===== src/design/thm_pkg.sv =====
// ----------------------------------------------------------------------------
// thm_pkg
// Shared types and constants of the hysteresis thermostat with min/max store.
// ----------------------------------------------------------------------------
package thm_pkg;

  localparam int FIELD_TEMP_W = 16;
  localparam int SIDX_W       = 4;
  localparam int CFG_IDX_W    = 3;
  localparam int CFG_DATA_W   = 16;
  localparam int BAND_W       = 15;
  localparam int COUNT_W      = 5;
  localparam int TICK_W       = 16;
  localparam int ACT_W        = 7;

  typedef enum logic [1:0] {
    OP_TICK    = 2'd0,
    OP_READING = 2'd1,
    OP_REFRESH = 2'd2,
    OP_QUERY   = 2'd3
  } op_t;

  typedef enum logic [1:0] {
    MODE_STOPPED = 2'd0,
    MODE_IDLE    = 2'd1,
    MODE_COOLING = 2'd2
  } mode_t;

  localparam logic [CFG_IDX_W-1:0] REG_TARGET = 3'd0;
  localparam logic [CFG_IDX_W-1:0] REG_BAND   = 3'd1;
  localparam logic [CFG_IDX_W-1:0] REG_CTL    = 3'd2;
  localparam logic [CFG_IDX_W-1:0] REG_COUNT  = 3'd3;
  localparam logic [CFG_IDX_W-1:0] REG_RUN    = 3'd4;
  localparam logic [CFG_IDX_W-1:0] REG_SETTLE = 3'd5;
  localparam logic [CFG_IDX_W-1:0] REG_PERIOD = 3'd6;

  localparam logic signed [FIELD_TEMP_W-1:0] RST_TARGET = 16'sd288;
  localparam logic [BAND_W-1:0]              RST_BAND   = 15'd3;
  localparam logic [TICK_W-1:0]              RST_SETTLE = 16'd100;
  localparam logic [TICK_W-1:0]              RST_PERIOD = 16'd500;
  localparam logic [TICK_W-1:0]              TICK_MAX   = 16'hFFFF;

  typedef struct packed {
    logic signed [FIELD_TEMP_W-1:0] target;
    logic [BAND_W-1:0]              band;
    logic [SIDX_W-1:0]              ctl;
    logic [COUNT_W-1:0]             count;
    logic [TICK_W-1:0]              settle;
    logic [TICK_W-1:0]              period;
    logic                           run_wr;
    logic                           run_val;
  } cfg_regs_t;

  typedef struct packed {
    logic start;
    logic rreq;
  } seq_pulse_t;

endpackage


===== src/design/thm_ifs.sv =====
// ----------------------------------------------------------------------------
// thm_ifs
// Valid/ready channels: input items, result items and register writes.
// ----------------------------------------------------------------------------
interface thm_in_if import thm_pkg::*; ();
  logic                           valid;
  logic                           ready;
  logic [1:0]                     operation;
  logic                           converter_busy;
  logic [SIDX_W-1:0]              sensor_index;
  logic signed [FIELD_TEMP_W-1:0] temperature;
  logic                           last_reading;

  modport source (output valid, operation, converter_busy, sensor_index, temperature,
                  last_reading, input ready);
  modport sink (input valid, operation, converter_busy, sensor_index, temperature,
                last_reading, output ready);
endinterface

interface thm_out_if import thm_pkg::*; ();
  logic                           valid;
  logic                           ready;
  logic                           fan_on;
  logic [1:0]                     control_mode;
  logic                           start_conversion;
  logic                           read_request;
  logic signed [FIELD_TEMP_W-1:0] stored_temperature;
  logic signed [FIELD_TEMP_W-1:0] stored_minimum;
  logic signed [FIELD_TEMP_W-1:0] stored_maximum;

  modport source (output valid, fan_on, control_mode, start_conversion, read_request,
                  stored_temperature, stored_minimum, stored_maximum, input ready);
  modport sink (input valid, fan_on, control_mode, start_conversion, read_request,
                stored_temperature, stored_minimum, stored_maximum, output ready);
endinterface

interface thm_cfg_if import thm_pkg::*; ();
  logic                  valid;
  logic                  ready;
  logic [CFG_IDX_W-1:0]  index;
  logic [CFG_DATA_W-1:0] data;

  modport source (output valid, index, data, input ready);
  modport sink (input valid, index, data, output ready);
endinterface


===== src/design/thm_ram.sv =====
// ----------------------------------------------------------------------------
// thm_ram
// Generic RAM: one write port, two read ports, registered read data.
// ----------------------------------------------------------------------------
module thm_ram #(
  parameter int WIDTH = 48,
  parameter int DEPTH = 16
) (
  input  logic                                        clk,
  input  logic                                        we,
  input  logic [(DEPTH > 1 ? $clog2(DEPTH) : 1)-1:0]  waddr,
  input  logic [WIDTH-1:0]                            wdata,
  input  logic                                        re,
  input  logic [(DEPTH > 1 ? $clog2(DEPTH) : 1)-1:0]  raddr_a,
  input  logic [(DEPTH > 1 ? $clog2(DEPTH) : 1)-1:0]  raddr_b,
  output logic [WIDTH-1:0]                            rdata_a,
  output logic [WIDTH-1:0]                            rdata_b
);

  logic [WIDTH-1:0] mem [DEPTH];

  always_ff @(posedge clk) begin
    if (we) begin
      mem[waddr] <= wdata;
    end
    if (re) begin
      rdata_a <= mem[raddr_a];
      rdata_b <= mem[raddr_b];
    end
  end

endmodule


===== src/design/thm_cfg.sv =====
// ----------------------------------------------------------------------------
// thm_cfg
// Configuration register file; flags run_enable beats for the mode register.
// ----------------------------------------------------------------------------
module thm_cfg import thm_pkg::*; (
  input  logic                  clk,
  input  logic                  rst_n,
  input  logic                  wr,
  input  logic [CFG_IDX_W-1:0]  idx,
  input  logic [CFG_DATA_W-1:0] data,
  output cfg_regs_t             regs
);

  logic signed [FIELD_TEMP_W-1:0] target_r;
  logic [BAND_W-1:0]              band_r;
  logic [SIDX_W-1:0]              ctl_r;
  logic [COUNT_W-1:0]             count_r;
  logic [TICK_W-1:0]              settle_r;
  logic [TICK_W-1:0]              period_r;

  always_ff @(posedge clk) begin
    if (!rst_n) begin
      target_r <= RST_TARGET;
      band_r   <= RST_BAND;
      ctl_r    <= '0;
      count_r  <= '0;
      settle_r <= RST_SETTLE;
      period_r <= RST_PERIOD;
    end else if (wr) begin
      case (idx)
        REG_TARGET: target_r <= $signed(data);
        REG_BAND:   band_r   <= data[BAND_W-1:0];
        REG_CTL:    ctl_r    <= data[SIDX_W-1:0];
        REG_COUNT:  count_r  <= data[COUNT_W-1:0];
        REG_SETTLE: settle_r <= data[TICK_W-1:0];
        REG_PERIOD: period_r <= data[TICK_W-1:0];
        default: ;
      endcase
    end
  end

  always_comb begin
    regs.target  = target_r;
    regs.band    = band_r;
    regs.ctl     = ctl_r;
    regs.count   = count_r;
    regs.settle  = settle_r;
    regs.period  = period_r;
    regs.run_wr  = wr && (idx == REG_RUN);
    regs.run_val = data[0];
  end

endmodule


===== src/design/thm_seq.sv =====
// ----------------------------------------------------------------------------
// thm_seq
// Measurement sequencer: tick counter and conversion/read phase flag.
// ----------------------------------------------------------------------------
module thm_seq import thm_pkg::*; (
  input  logic              clk,
  input  logic              rst_n,
  input  logic              tick,
  input  logic              adv,
  input  logic              busy,
  input  logic              active_nz,
  input  logic [TICK_W-1:0] settle,
  input  logic [TICK_W-1:0] period,
  output seq_pulse_t        pulse
);

  logic [TICK_W-1:0] elapsed_r, elapsed_nxt, inc;
  logic              converting_r, converting_nxt;

  always_comb begin
    inc            = (elapsed_r == TICK_MAX) ? elapsed_r : elapsed_r + 1'b1;
    elapsed_nxt    = inc;
    converting_nxt = converting_r;
    pulse          = '0;
    if (active_nz) begin
      if (converting_r) begin
        if (inc >= settle && !busy) begin
          converting_nxt = 1'b0;
          pulse.rreq     = tick;
        end
      end else if (inc >= period) begin
        pulse.start    = tick;
        elapsed_nxt    = '0;
        converting_nxt = 1'b1;
      end
    end
  end

  always_ff @(posedge clk) begin
    if (!rst_n) begin
      elapsed_r    <= '0;
      converting_r <= 1'b1;
    end else if (tick && adv) begin
      elapsed_r    <= elapsed_nxt;
      converting_r <= converting_nxt;
    end
  end

endmodule


===== src/design/hysteresis_thermostat_minmax.sv =====
// ----------------------------------------------------------------------------
// hysteresis_thermostat_minmax
// Fan thermostat with hysteresis; per-sensor last/min/max kept in a RAM.
//
//   channel   dir  beat carries
//   in_chan   in   operation, converter_busy, sensor_index, temperature, last
//   out_chan  out  fan_on, control_mode, pulses, stored temp/min/max
//   cfg_chan  in   register index, write data
//
// One item per cycle while results are taken; stage 1 and result are registered.
// Stage 1 reads the sensor RAM (two read ports: addressed and controlled
// sensor); stage 2 updates, decides and writes back, forwarding the last write.
// Reset clears control state and the per-entry valid bits; no clearing pass.
// A stalled result register holds stage 2; input stalls only while stage 2 is held.
// ----------------------------------------------------------------------------
module hysteresis_thermostat_minmax import thm_pkg::*; #(
  parameter int MAX_SENSORS = 16,
  parameter int TEMP_WIDTH  = 16
) (
  input  logic     clk,
  input  logic     rst_n,
  thm_in_if.sink   in_chan,
  thm_out_if.source out_chan,
  thm_cfg_if.sink  cfg_chan
);

  localparam int TW    = TEMP_WIDTH;
  localparam int IDX_W = (MAX_SENSORS > 1) ? $clog2(MAX_SENSORS) : 1;
  localparam int EW    = 3 * TW;
  localparam int CW    = ((TW > FIELD_TEMP_W) ? TW : FIELD_TEMP_W) + 2;
  localparam logic [ACT_W-1:0] MAX_CNT = ACT_W'(MAX_SENSORS);
  localparam logic [TW-1:0] MIN_RST = {1'b0, {(TW-1){1'b1}}};
  localparam logic [TW-1:0] MAX_RST = {1'b1, {(TW-1){1'b0}}};
  localparam logic [EW-1:0] ENT_RST = {{TW{1'b0}}, MIN_RST, MAX_RST};

  cfg_regs_t  regs;
  seq_pulse_t pulse;

  logic accept, commit;
  logic s1_vld_r;
  op_t  s1_op_r;
  logic s1_busy_r, s1_last_r;
  logic [SIDX_W-1:0]              s1_idx_r;
  logic signed [FIELD_TEMP_W-1:0] s1_temp_r;

  logic [EW-1:0]    rdata_a, rdata_b, ent_a, ent_b, wdata;
  logic [IDX_W-1:0] a_addr, b_addr;
  logic             wb_vld_r;
  logic [IDX_W-1:0] wb_addr_r;
  logic [EW-1:0]    wb_data_r;
  logic             ent_vld_r [MAX_SENSORS];

  logic [ACT_W-1:0]      act;
  logic                  a_in, ctl_in, do_write, decide;
  logic signed [TW-1:0]  temp_in, a_min, a_max, new_min, new_max, t_sel;
  logic signed [CW-1:0]  t_c, tgt_c, lim_c;
  logic [TW-1:0]         q_last, q_min, q_max;
  mode_t                 mode_r, mode_nxt;

  logic        out_vld_r, out_fan_r, out_start_r, out_rreq_r;
  mode_t       out_mode_r;
  logic [FIELD_TEMP_W-1:0] out_st_r, out_min_r, out_max_r;

  thm_cfg u_cfg (
    .clk  (clk),
    .rst_n(rst_n),
    .wr   (cfg_chan.valid && cfg_chan.ready),
    .idx  (cfg_chan.index),
    .data (cfg_chan.data),
    .regs (regs)
  );

  assign cfg_chan.ready = rst_n;

  // pipeline control
  assign commit        = s1_vld_r && (!out_vld_r || out_chan.ready);
  assign in_chan.ready = rst_n && (!s1_vld_r || commit);
  assign accept        = in_chan.valid && in_chan.ready;

  always_ff @(posedge clk) begin
    if (!rst_n) begin
      s1_vld_r <= 1'b0;
    end else if (accept) begin
      s1_vld_r <= 1'b1;
    end else if (commit) begin
      s1_vld_r <= 1'b0;
    end
  end

  always_ff @(posedge clk) begin
    if (accept) begin
      s1_op_r   <= op_t'(in_chan.operation);
      s1_busy_r <= in_chan.converter_busy;
      s1_idx_r  <= in_chan.sensor_index;
      s1_temp_r <= in_chan.temperature;
      s1_last_r <= in_chan.last_reading;
    end
  end

  thm_ram #(.WIDTH(EW), .DEPTH(MAX_SENSORS)) u_ram (
    .clk    (clk),
    .we     (commit && do_write),
    .waddr  (a_addr),
    .wdata  (wdata),
    .re     (accept),
    .raddr_a(IDX_W'(in_chan.sensor_index)),
    .raddr_b(IDX_W'(regs.ctl)),
    .rdata_a(rdata_a),
    .rdata_b(rdata_b)
  );

  thm_seq u_seq (
    .clk      (clk),
    .rst_n    (rst_n),
    .tick     (s1_vld_r && (s1_op_r == OP_TICK)),
    .adv      (commit),
    .busy     (s1_busy_r),
    .active_nz(act != '0),
    .settle   (regs.settle),
    .period   (regs.period),
    .pulse    (pulse)
  );

  generate
    if (TW <= FIELD_TEMP_W) begin : g_tnarrow
      assign temp_in = $signed(s1_temp_r[TW-1:0]);
    end else begin : g_twide
      assign temp_in = TW'(s1_temp_r);
    end
  endgenerate

  // entry lookup: last write forwarded, unwritten entries read as reset value
  assign a_addr = IDX_W'(s1_idx_r);
  assign b_addr = IDX_W'(regs.ctl);
  assign ent_a  = (wb_vld_r && wb_addr_r == a_addr) ? wb_data_r :
                  (ent_vld_r[a_addr] ? rdata_a : ENT_RST);
  assign ent_b  = (wb_vld_r && wb_addr_r == b_addr) ? wb_data_r :
                  (ent_vld_r[b_addr] ? rdata_b : ENT_RST);

  always_comb begin
    act      = ({2'b00, regs.count} > MAX_CNT) ? MAX_CNT : {2'b00, regs.count};
    a_in     = {3'b000, s1_idx_r} < act;
    ctl_in   = {3'b000, regs.ctl} < act;
    do_write = (s1_op_r == OP_READING) && a_in;
    a_min    = $signed(ent_a[TW+:TW]);
    a_max    = $signed(ent_a[0+:TW]);
    new_min  = (temp_in < a_min) ? temp_in : a_min;
    new_max  = (temp_in > a_max) ? temp_in : a_max;
    wdata    = {temp_in, new_min, new_max};

    t_sel  = (do_write && s1_idx_r == regs.ctl) ? temp_in : $signed(ent_b[2*TW+:TW]);
    t_c    = CW'(t_sel);
    tgt_c  = CW'(regs.target);
    lim_c  = tgt_c - CW'($signed({1'b0, regs.band}));
    decide = ((s1_op_r == OP_READING) && s1_last_r) || (s1_op_r == OP_REFRESH);

    mode_nxt = mode_r;
    if (decide) begin
      if (mode_r == MODE_STOPPED || !ctl_in) begin
        mode_nxt = MODE_STOPPED;
      end else if (t_c > tgt_c) begin
        mode_nxt = MODE_COOLING;
      end else if (t_c < lim_c) begin
        mode_nxt = MODE_IDLE;
      end
    end

    q_last = '0;
    q_min  = '0;
    q_max  = '0;
    if (s1_op_r == OP_QUERY && a_in) begin
      q_last = ent_a[2*TW+:TW];
      q_min  = ent_a[TW+:TW];
      q_max  = ent_a[0+:TW];
    end
  end

  always_ff @(posedge clk) begin
    if (!rst_n) begin
      mode_r   <= MODE_STOPPED;
      wb_vld_r <= 1'b0;
      for (int i = 0; i < MAX_SENSORS; i++) begin
        ent_vld_r[i] <= 1'b0;
      end
    end else begin
      if (regs.run_wr) begin
        mode_r <= regs.run_val ? ((mode_r == MODE_STOPPED) ? MODE_IDLE : mode_r)
                               : MODE_STOPPED;
      end else if (commit) begin
        mode_r <= mode_nxt;
      end
      if (commit && do_write) begin
        wb_vld_r          <= 1'b1;
        ent_vld_r[a_addr] <= 1'b1;
      end
    end
  end

  always_ff @(posedge clk) begin
    if (commit && do_write) begin
      wb_addr_r <= a_addr;
      wb_data_r <= wdata;
    end
  end

  // result register
  always_ff @(posedge clk) begin
    if (!rst_n) begin
      out_vld_r <= 1'b0;
    end else if (commit) begin
      out_vld_r <= 1'b1;
    end else if (out_chan.ready) begin
      out_vld_r <= 1'b0;
    end
  end

  always_ff @(posedge clk) begin
    if (commit) begin
      out_fan_r   <= (mode_nxt == MODE_COOLING);
      out_mode_r  <= mode_nxt;
      out_start_r <= pulse.start;
      out_rreq_r  <= pulse.rreq;
      out_st_r    <= FIELD_TEMP_W'(q_last);
      out_min_r   <= FIELD_TEMP_W'(q_min);
      out_max_r   <= FIELD_TEMP_W'(q_max);
    end
  end

  assign out_chan.valid              = out_vld_r;
  assign out_chan.fan_on             = out_fan_r;
  assign out_chan.control_mode       = out_mode_r;
  assign out_chan.start_conversion   = out_start_r;
  assign out_chan.read_request       = out_rreq_r;
  assign out_chan.stored_temperature = $signed(out_st_r);
  assign out_chan.stored_minimum     = $signed(out_min_r);
  assign out_chan.stored_maximum     = $signed(out_max_r);

  a_pulse_excl: assert property (@(posedge clk) disable iff (!rst_n)
    out_vld_r |-> !(out_start_r && out_rreq_r))
    else $error("start and read request in one beat");

  a_commit_out: assert property (@(posedge clk) disable iff (!rst_n)
    commit |=> out_vld_r)
    else $error("committed item produced no result beat");

  a_run_off: assert property (@(posedge clk) disable iff (!rst_n)
    (regs.run_wr && !regs.run_val) |=> (mode_r == MODE_STOPPED))
    else $error("run disable did not stop the controller");

  a_fan_mode: assert property (@(posedge clk) disable iff (!rst_n)
    out_vld_r |-> (out_fan_r == (out_mode_r == MODE_COOLING)))
    else $error("fan drive disagrees with mode");

endmodule


===== src/flat_wrapper.sv =====
// flat-port wrapper written by rule: the top's interface ports become plain ports
module hysteresis_thermostat_minmax_flat import thm_pkg::*;
#(
  parameter int MAX_SENSORS = 16,
  parameter int TEMP_WIDTH  = 16
)
  (clk, rst_n, in_chan_valid, in_chan_operation, in_chan_converter_busy, in_chan_sensor_index, in_chan_temperature, in_chan_last_reading, in_chan_ready, out_chan_valid, out_chan_fan_on, out_chan_control_mode, out_chan_start_conversion, out_chan_read_request, out_chan_stored_temperature, out_chan_stored_minimum, out_chan_stored_maximum, out_chan_ready, cfg_chan_valid, cfg_chan_index, cfg_chan_data, cfg_chan_ready);
  thm_in_if in_chan_i ();
  thm_out_if out_chan_i ();
  thm_cfg_if cfg_chan_i ();
  input  logic clk;
  input  logic rst_n;
  input wire logic [$bits(in_chan_i.valid)-1:0] in_chan_valid;
  input wire logic [$bits(in_chan_i.operation)-1:0] in_chan_operation;
  input wire logic [$bits(in_chan_i.converter_busy)-1:0] in_chan_converter_busy;
  input wire logic [$bits(in_chan_i.sensor_index)-1:0] in_chan_sensor_index;
  input wire logic [$bits(in_chan_i.temperature)-1:0] in_chan_temperature;
  input wire logic [$bits(in_chan_i.last_reading)-1:0] in_chan_last_reading;
  output wire logic [$bits(in_chan_i.ready)-1:0] in_chan_ready;
  output wire logic [$bits(out_chan_i.valid)-1:0] out_chan_valid;
  output wire logic [$bits(out_chan_i.fan_on)-1:0] out_chan_fan_on;
  output wire logic [$bits(out_chan_i.control_mode)-1:0] out_chan_control_mode;
  output wire logic [$bits(out_chan_i.start_conversion)-1:0] out_chan_start_conversion;
  output wire logic [$bits(out_chan_i.read_request)-1:0] out_chan_read_request;
  output wire logic [$bits(out_chan_i.stored_temperature)-1:0] out_chan_stored_temperature;
  output wire logic [$bits(out_chan_i.stored_minimum)-1:0] out_chan_stored_minimum;
  output wire logic [$bits(out_chan_i.stored_maximum)-1:0] out_chan_stored_maximum;
  input wire logic [$bits(out_chan_i.ready)-1:0] out_chan_ready;
  input wire logic [$bits(cfg_chan_i.valid)-1:0] cfg_chan_valid;
  input wire logic [$bits(cfg_chan_i.index)-1:0] cfg_chan_index;
  input wire logic [$bits(cfg_chan_i.data)-1:0] cfg_chan_data;
  output wire logic [$bits(cfg_chan_i.ready)-1:0] cfg_chan_ready;
  assign in_chan_i.valid = in_chan_valid;
  assign in_chan_i.operation = in_chan_operation;
  assign in_chan_i.converter_busy = in_chan_converter_busy;
  assign in_chan_i.sensor_index = in_chan_sensor_index;
  assign in_chan_i.temperature = in_chan_temperature;
  assign in_chan_i.last_reading = in_chan_last_reading;
  assign in_chan_ready = in_chan_i.ready;
  assign out_chan_valid = out_chan_i.valid;
  assign out_chan_fan_on = out_chan_i.fan_on;
  assign out_chan_control_mode = out_chan_i.control_mode;
  assign out_chan_start_conversion = out_chan_i.start_conversion;
  assign out_chan_read_request = out_chan_i.read_request;
  assign out_chan_stored_temperature = out_chan_i.stored_temperature;
  assign out_chan_stored_minimum = out_chan_i.stored_minimum;
  assign out_chan_stored_maximum = out_chan_i.stored_maximum;
  assign out_chan_i.ready = out_chan_ready;
  assign cfg_chan_i.valid = cfg_chan_valid;
  assign cfg_chan_i.index = cfg_chan_index;
  assign cfg_chan_i.data = cfg_chan_data;
  assign cfg_chan_ready = cfg_chan_i.ready;
  hysteresis_thermostat_minmax #(.MAX_SENSORS(MAX_SENSORS), .TEMP_WIDTH(TEMP_WIDTH)) u_core (.clk(clk), .rst_n(rst_n), .in_chan(in_chan_i), .out_chan(out_chan_i), .cfg_chan(cfg_chan_i));
endmodule

===== config.mk =====
export PLATFORM = sky130hd
export DESIGN_NAME = hysteresis_thermostat_minmax_flat
export DESIGN_NICKNAME = d
export VERILOG_FILES = /design/src/design/thm_pkg.sv /design/src/design/thm_ifs.sv /design/src/design/thm_ram.sv /design/src/design/thm_cfg.sv /design/src/design/thm_seq.sv /design/src/design/hysteresis_thermostat_minmax.sv /design/src/flat_wrapper.sv
export SDC_FILE = /design/constraint.sdc
export NUM_CORES = 1
export LEC_CHECK = 0
export BUFFER_PORTS_ARGS = -buffer_cell sky130_fd_sc_hd__buf_4
export CAP_MARGIN = 20
export CELL_PAD_IN_SITES_DETAIL_PLACEMENT = 1
export CELL_PAD_IN_SITES_GLOBAL_PLACEMENT = 1
export CORE_AREA = 2 2 343 345
export CTS_CLUSTER_DIAMETER = 120
export CTS_CLUSTER_SIZE = 14
export DETAILED_ROUTE_END_ITERATION = 7
export DIE_AREA = 0 0 345 347
export HOLD_SLACK_MARGIN = 0.06
export PLACE_DENSITY = 0.71
export SLEW_MARGIN = 5
export SYNTH_ARGS = -nofsm -noshare
export SYNTH_HDL_FRONTEND = slang
export SYNTH_SLANG_ARGS = --single-unit

===== constraint.sdc =====
create_clock -name clk -period 10.47 [get_ports clk]
set_input_delay 0.5235 -clock clk [delete_from_list [all_inputs] [get_ports clk]]
set_output_delay 0.5235 -clock clk [all_outputs]
set_load 0.05 [all_outputs]

* Word-level counts from Yosys, hierarchy flattened
Memories as Yosys holds them, arrays and structs flattened. A register that Yosys moved wholly into a read port is not among the register bits. Cells that the tools add are included. W data, S select, Z words.
Storage, ports and cells: register bits 223, bits in latches 0, RAM bits 784, bits in read-only memories 0, output and inout port bits 56, word-level logic and storage cells 135, memories 2
Operators by class: add/sub/neg operators 2, multipliers 0, divide/modulo/power cells 0, $lt $le $gt $ge 9, equality and inequality tests 15, shift operators 0, multiplexer cells 38, bitwise gates (word level) 2, reduce and logical (&&, ||, !) cells 41
Memory list:
- u_core.u_ram.mem | depth 16, bits a word 48, rd ports 2, clocked after Yosys merged registers in 2, write ports 1, RTL line thm_ram.sv:20 | logic [WIDTH-1:0] mem [DEPTH];
- u_core.ent_vld_r | depth 16, bits a word 1, rd ports 2, clocked after Yosys merged registers in 2, write ports 16, RTL line hysteresis_thermostat_minmax.sv:51 | logic ent_vld_r [MAX_SENSORS];
Operators with widths (number):
- $mux W48 | 4
- $mux W16 | 7
- $ge A16 B16 Y1 | 2
- $gt A16 B16 Y1 | 2
- $lt A16 B17 Y1 | 1
- $sub A16 B16 Y17 | 1
- $add A16 B1 Y16 const B | 1
- $eq A16 B16 Y1 const B | 1
- $lt A16 B16 Y1 | 1
- $mux W2 | 8
- $mux W4 | 4
- $reduce_and A2 Y1 | 8
- $logic_and A1 B1 Y1 | 15
- $lt A4 B7 Y1 | 2
- $mux W1 | 14
- $eq A4 B4 Y1 | 3
- $eq A3 B3 Y1 const B | 3
- $reduce_bool A7 Y1 | 1
- $eq A2 B2 Y1 const B | 3
- $eq A3 B2 Y1 const B | 2
- $reduce_bool A2 Y1 | 3
- $gt A5 B5 Y1 const B | 1
- $mux W5 | 1
- $logic_not A1 Y1 | 4
- other kinds (10) | 15

* Longest topological paths before layout
Gate-level depths: netlist (run 1).
depth after elaboration 13, mapped depth 24, mapped depth without buffers 24

* By module
A second synthesis (run 1) with hierarchy kept.
Unflattened totals: cells, all modules 3097, area, all modules 51175.3 um^2
By module, submodules not included:
- thm_ram | instances 1, cells an instance 1693, area each 37153.1 um^2
- hysteresis_thermostat_minmax | instances 1, cells an instance 881, area each 9292.7 um^2
- thm_cfg | instances 1, cells an instance 275, area each 2793.9 um^2
- thm_seq | instances 1, cells an instance 248, area each 1935.6 um^2

* Worst setup path before layout (run 1)
OpenSTA, ideal clock, no wires.
kind reg2reg, start reg u_core.u_cfg.count_r[4], end mem u_core.u_ram.mem[1][0] (enable), data arrival time 7674 ps, data required time 9955 ps, path slack 2281 ps, stages on the path, launching flop included 10, buffers on the path 1, clock period less this slack 8189 ps, path through dfxtp_1 -> clkbuf_1 -> nand2b_1 -> ha_1 -> a21oi_1 -> o21ai_0 -> a211o_1 -> nor2_1 -> nand3b_1 -> nor3_1
On the way: word-level cells in the longest chain between the ends 7
RTL lines:
- start, declared | RTL line thm_cfg.sv:17 | logic [COUNT_W-1:0] count_r;
- start signal, assigned | RTL line thm_cfg.sv:34 | REG_COUNT: count_r <= data[COUNT_W-1:0];
- $gt A5 B5 Y1 | RTL line hysteresis_thermostat_minmax.sv:141 | act = ({2'b00, regs.count} > MAX_CNT) ? MAX_CNT : {2'b00, regs.count};
- $mux W5 (*) | RTL line hysteresis_thermostat_minmax.sv:141
- $lt A4 B7 Y1 (*) | RTL line hysteresis_thermostat_minmax.sv:142 | a_in = {3'b000, s1_idx_r} < act;
- $logic_and A1 B1 Y1 (*) | RTL line hysteresis_thermostat_minmax.sv:144 | do_write = (s1_op_r == OP_READING) && a_in;
- $logic_and A1 B1 Y1 (*) | RTL line hysteresis_thermostat_minmax.sv:102 | .we (commit && do_write),
- net u_core.u_ram.we | RTL line thm_ram.sv:10 | input logic we,
- $mux W1 (*) | RTL line thm_ram.sv:23 | if (we) begin
- $mux W1 (implied by the code) (*) | RTL line thm_ram.sv:24 | mem[waddr] <= wdata;
- end, declared | RTL line thm_ram.sv:20
The timed path passes the listed nets; every way through them passes the cells marked *.

* Worst setup path after layout (run 1)
start reg u_core.s1_idx_r[2], in the netlist u_core.a_addr[2], end reg u_core.out_fan_r, in the netlist u_core.out_chan.fan_on (data pin)
On the way: word-level cells in the longest chain between the ends 10, elaborated cells on any way between the ends 12, those cells by class order compare (3); eq/ne (2); mux (5); reduce/logical (2)
RTL lines:
- start, declared | RTL line hysteresis_thermostat_minmax.sv:43 | logic [SIDX_W-1:0] s1_idx_r;
- start signal, assigned | RTL line hysteresis_thermostat_minmax.sv:94 | s1_idx_r <= in_chan.sensor_index;
- $lt A4 B7 Y1 | RTL line hysteresis_thermostat_minmax.sv:142
- $logic_and A1 B1 Y1 | RTL line hysteresis_thermostat_minmax.sv:144
- $logic_and A1 B1 Y1 (*) | RTL line hysteresis_thermostat_minmax.sv:151 | t_sel = (do_write && s1_idx_r == regs.ctl) ? temp_in : $signed(ent_b[2*TW+:TW]);
- $mux W16 (*) | RTL line hysteresis_thermostat_minmax.sv:151
- $lt A16 B17 Y1 | RTL line hysteresis_thermostat_minmax.sv:163 | end else if (t_c < lim_c) begin
- $mux W2 | RTL line hysteresis_thermostat_minmax.sv:163
- $mux W2 (*) | RTL line hysteresis_thermostat_minmax.sv:161 | end else if (t_c > tgt_c) begin
- $mux W2 (*) | RTL line hysteresis_thermostat_minmax.sv:159 | if (mode_r == MODE_STOPPED || !ctl_in) begin
- $mux W2 (*) | RTL line hysteresis_thermostat_minmax.sv:158 | if (decide) begin
- net u_core.mode_nxt[0] | RTL line hysteresis_thermostat_minmax.sv:58 | mode_t mode_r, mode_nxt;
- $eq A2 B2 Y1 (*) | RTL line hysteresis_thermostat_minmax.sv:219 | out_fan_r <= (mode_nxt == MODE_COOLING);
- end signal, assigned | RTL line hysteresis_thermostat_minmax.sv:219
- end, declared | RTL line hysteresis_thermostat_minmax.sv:60 | logic out_vld_r, out_fan_r, out_start_r, out_rreq_r;
Marks and branches as above. A chain may end at the register's enable or synchronous reset.

==> results by group, run 1 <==
Synthesis
  • Post-synth top flop: edfxtp_1
  • Yosys warning count: 0
  • Asr flop ratio synth: 0%
  • Avg Inst Size Synth: 17.0 sq um
  • Synthesis-stage register bit count: 1079
  • Syn Inst Count: 2713
  • Net count after synthesis: 2875
  • Synth unique cells: 71
  • Sequential area share after synthesis: 67.6%
  • Post-synth design cell area: 46200 sq um
  • Post-synth EDFFs: 961

Hold path
  • Hold Path Sink: u_core.u_cfg.band_r[5]$_SDFFE_PN0P_
  • Hold/Removal Path Class: primary input to flip-flop
  • HP Start: cfg_chan_data[5]
  • Hold depth: 3

Clock network
  • CTS tree: done
  • CTS Buffer Depth: 3
  • H-tree depth: 3
  • # Post-CTS Setup Buffers: 0
  • CTS root buf: clkbuf_16
  • Clock sink total: 1079
  • Num CTS Buffers: 87
  • Clock slew at reported path FFs: 0.08 ns
  • Worst skew pair latency: 0.70 ns

Power and ir drop
  • Leak pwr: 0.0167 uW
  • P_int: 6410 uW
  • Sw frac: 22.1%
  • Peak supply drop: 124 uV
  • Switch Pwr: 1820 uW
  • PwrDens: 159 nW/um^2
  • Clock power frac: 36.8%
  • Gate power share: 5.6%
  • Sequential share of power: 57.6%

Timing
  • Endpoints failing setup: 0
  • RSZ-0062 raised after global routing: false
  • Least-Margin Pin Slew: 1.17 ns
  • Worst setup margin: 4.61 ns
  • Period utilization: 56.0%
  • Total negative slack: 0 ns
  • Pins Over Slew Limit: 0
  • Tmin final: 5.86 ns
  • Achievable Freq: 0.171 GHz
  • Relative slew slack: 22.0%
  • Final hold violations: 0
  • Layout Skew: 0.0518 ns

Drt
  • Routed len/inst: 28.6 um
  • 1st-iter DRT viols: 2671
  • Vias/cell: 5.89
  • Final WL: 126 mm
  • Pre-antenna DRT Iters: 5
  • Antenna-violating nets left: 0
  • Vias: 26.0k
  • Post-route DRC: 0

Worst setup path
  • Worst setup EP type: flip-flop
  • Worst r2r path cells: 17
  • CP Max Fanout: 28
  • Internal reg-to-reg setup slack: 4.61 ns
  • Setup CP Type: flip-flop to flip-flop
  • Worst EP required: 10.88 ns
  • Reg2reg start: u_core.a_addr[2]$_DFFE_PP_
  • FF-to-FF End: u_core.out_chan.fan_on$_DFFE_PP_
  • Worst setup SP type: flip-flop
  • Worst EP arrival: 6.27 ns

GRT
  • Gr usage total: 21.1%
  • GR met2 Demand/Resource: 37.0%
  • Initial antenna violation count: 3
  • GR Layer Usage met3: 2.66%
  • First-pass GRT wire length: 188 mm
  • Vias in the first global route: 28.2k
  • Grt ovf: 0
  • Largest net degree at the start of global routing: 81
  • M1 GR Usage: 27.4%
  • Gr busiest metal: met2

Layout
  • Top reg by flops: u_core.u_ram.mem
  • Fin nets: 3032
  • Fill count: 11.1k
  • Sequential cell area: 31200 sq um
  • Area growth syn-to-layout: 12.1%
  • Share of cells above drive strength 1: 23.0%
  • Max reg flops: 768
  • Most frequent cells in the layout: 961 x edfxtp_1, 326 x mux4_2, 219 x nand2_1, 183 x buf_4, 143 x nor2_1
  • Top Registers: u_core.u_ram.mem (768), u_core.u_ram.rdata_a (48), u_core.wb_data_r (48)
  • Most common cell after layout, fill and taps aside: edfxtp_1
  • Area taken by multi-input logic gates: 14200 sq um

Die
  • # IOs: 104
  • Core Region: 116000 sq um
  • Initial core utilization: 39.9%
  • Core Rows: 125
  • Die area: 120000 sq um
  • Die Wd: 345 um
  • Die H: 347 um

Place
  • Port bufs: 103
  • Post-place setup slack: 4.52 ns
  • RePlAce Congestion: 0.808
  • Dpl hpwl: 75.4 mm

Status
  • Status: finished, final reports clean

Run
  • Max Cap Viol: 0
==> cells by family after synthesis <==
family | after synthesis | synth area share [%]
AOI/OAI and AO/OA | 299 | 3.99
xor gates and xnor gates | 37 | 0.701
adders and majority gates | 114 | 3.10
buffers and inverters | 237 | 1.94
DFF | 1079 | 67.6
muxes | 376 | 17.1
and+or+nand+nor | 571 | 5.56
==> area by class of cell <==
type / instances / share of cell area (%)
Antenna cell: 2 / 0.00966
Clock buffer: 97 / 4.28
Clock inverter: 9 / 0.346
Inverter: 97 / 0.708
Multi-Input combinational cell: 1397 / 27.5
Sequential cell: 1079 / 60.3
Tap cell: 1524 / 3.68
Timing Repair Buffer: 208 / 3.17
==> worst max-delay path, cell delays in order (launching register included) <==
cell,delay [ns]
edfxtp_1,0.70
ha_1,0.34
a21oi_1,0.14
o21ai_0,0.15
a211oi_1,0.48
nand2_1,0.68
a31oi_1,0.52
ha_1,0.32
a21o_1,0.17
a21o_1,0.17
a21oi_1,0.19
nor2_1,0.06
a2111oi_0,0.43
o2111ai_1,0.35
a221oi_1,0.42
o2111ai_2,0.19
o211ai_2,0.17
nor2b_1,0.07
==> through the flow <==
step | util, % | hold slack (ns) | power (uW) | instance area [sq um] | std cells
after floorplan | - | 0.424 | 5120 | 46200 | 2713
after global routing | 44.7 | 0.127 | 8450 | 51800 | 4411
after CTS | 44.5 | 0.0950 | 8290 | 51600 | 4386
after global placement | 42.3 | 0.444 | 5260 | 48900 | 4257
final | 44.7 | 0.137 | 8230 | 51800 | 4413
after detailed placement | 42.3 | 0.451 | 5280 | 48900 | 4259
==> Yosys cell counts, types with 12 or more instances <==
cell	count	area share [%]
edfxtp_1	961	62
mux4_2	326	16
nand2_1	220	1.8
nor2_1	157	1.3
a21oi_1	129	1.4
dfxtp_1	118	5.1
ha_1	113	3.1
clkbuf_1	111	0.90
inv_1	97	0.79
nand3_1	61	0.66
o21ai_0	45	0.49
mux2i_1	43	0.93
a21o_1	28	0.45
xnor2_1	25	0.47
buf_1	24	0.19
nor3_1	24	0.26
and3_1	21	0.28
nand4_1	20	0.27
a31oi_1	18	0.24
o211ai_1	17	0.28
nand2b_1	15	0.20
nor2b_1	12	0.16
xor2_1	12	0.23
==> power by group through the flow <==
stage / Clock [uW] / Sequential [uW] / Combinational, uW
after floorplan: 0 / 4870 / 257
after global placement: 0 / 4840 / 429
after detailed placement: 0 / 4840 / 446
after CTS: 3090 / 4740 / 455
after global routing: 3220 / 4740 / 491
final: 3030 / 4740 / 459
==> worst max path at each step <==
| stage | from | to | slack [ns] | cells past startpoint |
|---|---|---|---|---|
| detailed placement | flip-flop | u_core.u_ram.mem[14][19]$_DFFE_PP_ | 4.52 | 13 |
| floorplan | u_core.u_cfg.count_r[4]$_SDFFE_PN0P_ | u_core.u_ram.mem[1][0]$_DFFE_PP_ | 2.28 | 9 |
| global route | u_core.a_addr[2]$_DFFE_PP_ | u_core.out_chan.fan_on$_DFFE_PP_ | 4.17 | 17 |
| CTS | u_core.a_addr[2]$_DFFE_PP_ | u_core.out_chan.fan_on$_DFFE_PP_ | 4.50 | 17 |
| global placement | u_core.a_addr[2]$_DFFE_PP_ | u_core.out_chan.fan_on$_DFFE_PP_ | 4.76 | 17 |
| finish | u_core.a_addr[2]$_DFFE_PP_ | u_core.out_chan.fan_on$_DFFE_PP_ | 4.61 | 17 |
==> metal layers <==
| layer | part of all wire (%) | vias to the layer above |
|---|---|---|
| met5 | 0 | - |
| met3 | 5.4 | 218 |
| met1 | 40 | 13900 |
| li1 | - | 11000 |
| met4 | 2.9 | 0 |
| met2 | 51 | 910 |
==> what timing repair did <==
| item | in CTS | in global routing |
|---|---|---|
| gates resized for setup | 0 | 0 |
| hold buffers | 21 | 0 |
| endpoints found under the hold margin | 21 | 0 |
Power figures use the tool's default switching activity.
==> run 2, diff against run 1 <==
Settings changed: ABC_AREA set to 1, CORE_AREA 2 2 343 345 to 2 2 348 350, DIE_AREA 0 0 345 347 to 0 0 350 352, PLACE_DENSITY 0.71 to 0.73.
Clock period 10.47 ns to 5.69 ns, I/O delays scaled along.
==> run 2 against run 1 <==
Effect of this change: die area increased by 2.9%; highest routed layer unchanged; largest cell class unchanged; area after synthesis rose by 2.7%; largest power group unchanged; critical endpoint is now u_core.u_ram.mem[12][19]$_DFFE_PP_; register-to-register slack got worse by 4.2 ns.
==> results by group, run 2 <==
Clock network
  • Hold_buf cts: 38
  • Worst skew pair latency: 0.70 ns
  • Clock slew at reported path FFs: 0.08 ns
  • CTS root buf: clkbuf_16
  • CTS tree: done
  • Num CTS Buffers: 87
  • H-tree depth: 3
  • CTS Buffer Depth: 3
  • # Post-CTS Setup Buffers: 0
  • Post-CTS sizing: 0
  • Clock sink total: 1079

Synthesis
  • Top post-synthesis cells by count: 961 x edfxtp_1, 583 x o21ai_0, 446 x nor2_1, 366 x nand2_1, 341 x a21oi_1
  • Synth top area cells: edfxtp_1 61%, o21ai_0 6.1%, dfxtp_1 5.0%
  • Asr flop ratio synth: 0%
  • Syn Inst Count: 4141
  • Synth unique cells: 55
  • Synthesis-stage register bit count: 1079
  • Count leader, synth: edfxtp_1
  • Post-synth EDFFs: 961
  • Synth top area share: 60.8%
  • Sequential area share after synthesis: 65.8%
  • Synth area leader: edfxtp_1
  • Net count after synthesis: 4303
  • Post-synth design cell area: 47500 sq um
  • Yosys warning count: 0
  • Avg Inst Size Synth: 11.5 sq um
  • Post-synth top flop: edfxtp_1

Power and ir drop
  • Sw frac: 24.4%
  • Gate power share: 9.1%
  • PwrDens: 302 nW/um^2
  • P_int: 12100 uW
  • Sequential share of power: 55.9%
  • Peak supply drop: 315 uV
  • Clock power frac: 35.0%
  • Switch Pwr: 3910 uW
  • Leak pwr: 0.0188 uW

GRT
  • Vias in the first global route: 35.0k
  • GR Layer Usage met3: 3.57%
  • First-pass GRT wire length: 222 mm
  • Initial antenna violation count: 1
  • GR met2 Demand/Resource: 39.8%
  • Largest net degree at the start of global routing: 189
  • Gr usage total: 23.9%
  • M1 GR Usage: 31.2%
  • Grt ovf: 0
  • Gr busiest metal: met2

Worst setup path
  • Setup CP Type: flip-flop to flip-flop
  • Critical-path cell list: inv_1, nand2_1, a221oi_1, nand3_2, inv_2, buf_4, nor2_1, a21oi_1, ha_1, nand2_1, inv_1, nand3_1, o221a_2, nand2_2, xor2_4, nand2_1, o21ai_1
  • CP max stage cell: xor2_4
  • Worst EP required: 6.03 ns
  • Worst EP arrival: 5.59 ns
  • Worst setup SP type: flip-flop
  • Slowest stage delay, CP: 0.69 ns
  • Worst setup EP type: flip-flop
  • Worst r2r path cells: 17
  • Most numerous cell on the critical path: nand2_1
  • CP Max Fanout: 26

Hold path
  • Hold depth: 1
  • Hold/Removal Path Class: primary input to flip-flop

Drt
  • Vias/cell: 5.86
  • Final WL: 150 mm
  • Pre-antenna DRT Iters: 8
  • Vias: 34.3k
  • Antenna-violating nets left: 0
  • 1st-iter DRT viols: 3308
  • Routed len/inst: 25.6 um
  • Post-route DRC: 0

Status
  • Status: finished, final reports clean

Timing
  • Layout Skew: 0.0400 ns
  • Least-Margin Pin Slew: 1.10 ns
  • Relative slew slack: 26.3%
  • Total negative slack: 0 ns
  • Tmin final: 5.25 ns
  • RSZ-0062 raised after global routing: false
  • Achievable Freq: 0.190 GHz
  • Hold Slack: 0.0926 ns
  • Pins Over Slew Limit: 0
  • Period utilization: 92.3%
  • Final hold violations: 0
  • Worst setup margin: 0.437 ns
  • Endpoints failing setup: 0

Layout
  • Finished Core Util: 44.5%
  • Top Registers: u_core.u_ram.mem (768), u_core.u_ram.rdata_a (48), u_core.wb_data_r (48)
  • Top reg by flops: u_core.u_ram.mem
  • Most frequent cells in the layout: 961 x edfxtp_1, 583 x o21ai_0, 430 x nor2_1, 366 x nand2_1, 341 x a21oi_1
  • Fin nets: 4380
  • Share of cells above drive strength 1: 8.42%
  • Most common cell after layout, fill and taps aside: edfxtp_1
  • Area growth syn-to-layout: 11.9%
  • Max reg flops: 768
  • Cell Count, Final, Fillers Out: 5853

Place
  • RePlAce Congestion: 0.846
  • DP Cell Count: 5698
  • Dpl hpwl: 87.3 mm
  • Post-place setup slack: 0.569 ns
  • Port bufs: 103

Die
  • Die Wd: 350 um
  • # IOs: 104
  • Die area: 123000 sq um
  • Initial core utilization: 39.8%
  • Core Rows: 127
  • Core Region: 119000 sq um
  • Die H: 352 um

Run
  • Max Cap Viol: 0
-- run 2: cell count changes after synthesis, moves of 20 or more --
cell | before | now
o22ai_1 | 3 | 27
a21oi_1 | 129 | 341
nand2_1 | 220 | 366
inv_1 | 97 | 305
and3_1 | 21 | 1
a21o_1 | 28 | 4
clkbuf_1 | 111 | 211
mux4_2 | 326 | 0
nor2_1 | 157 | 446
mux2i_1 | 43 | 112
o221ai_1 | 1 | 163
nand3_1 | 61 | 133
o21ai_0 | 45 | 583
-- run 2: area by class of cell --
cell class	instances	area, sq um
Sequential cell	1079	31200
Clock inverter	6	100
Fill cell	12700	66200
Timing Repair Buffer	249	2110
Multi-Input combinational cell	2488	14200
Tap cell	1612	2020
Clock buffer	105	2290
Inverter	313	1180
Antenna cell	1	2.50
-- run 2: worst max-delay path: cells and delay by family, from the launching register on --
family	cells	cell delay (ns)
XOR/XNOR	1	0.69
AND/OR/NAND/NOR	7	0.86
buffers and inverters	4	0.97
flip-flops	1	0.51
AO/OA/AOI/OAI	4	1.51
adder cells (fa/ha/maj)	1	0.34
-- run 2: power groups by stage --
| stage | logic, uW | clock network (uW) | registers, uW |
|---|---|---|---|
| 5_1_grt | 1600 | 5970 | 8970 |
| 6_report | 1460 | 5620 | 8960 |
| 2_1_floorplan | 841 | 0 | 9180 |
| 4_1_cts | 1440 | 5710 | 8960 |
| 3_5_place_dp | 1410 | 0 | 9140 |
| 3_3_place_gp | 1340 | 0 | 9140 |
-- run 2: final timing paths --
kind | from | endpoint | slack (ns)
setup / recovery | u_core.a_addr[2]$_DFFE_PP_ | u_core.u_ram.mem[12][19]$_DFFE_PP_ | 0.44
hold / removal | in_chan_sensor_index[3] | u_core.a_addr[3]$_DFFE_PP_ | 0.09
setup reg to reg | u_core.a_addr[2]$_DFFE_PP_ | u_core.u_ram.mem[12][19]$_DFFE_PP_ | 0.44
hold reg to reg | u_core.u_cfg.period_r[3]$_SDFFE_PN0P_ | u_core.u_cfg.period_r[3]$_SDFFE_PN0P_ | 0.46
-- run 2: cell families (layout without fill, tap and decap cells) --
logic type	count (synthesis)	after routing	synth area share (%)
adders and majority gates	114	114	3.02
muxes	112	112	2.36
and+or+nand+nor	987	987	8.41
buffers and inverters	574	673	4.67
DFF	1079	1079	65.8
other	0	1	0
AOI/OAI and AO/OA	1248	1248	15.2
xor gates and xnor gates	27	27	0.538
-- run 2: stage by stage --
step                      cell area, sq um  total power, uW
after global placement               50300            10500
after CTS                            53000            16100
after floorplan                      47500            10000
final                                53100            16000
after detailed placement             50300            10500
after global routing                 53100            16500
-- run 2: per-layer routing --
layer | up-vias | part of all wire, % | wire length [um]
li1 | 15200 | - | -
met1 | 17400 | 41 | 61300
met2 | 1367 | 48 | 72200
met3 | 323 | 6.9 | 10300
met4 | 0 | 4.1 | 6220
met5 | - | 0 | 0
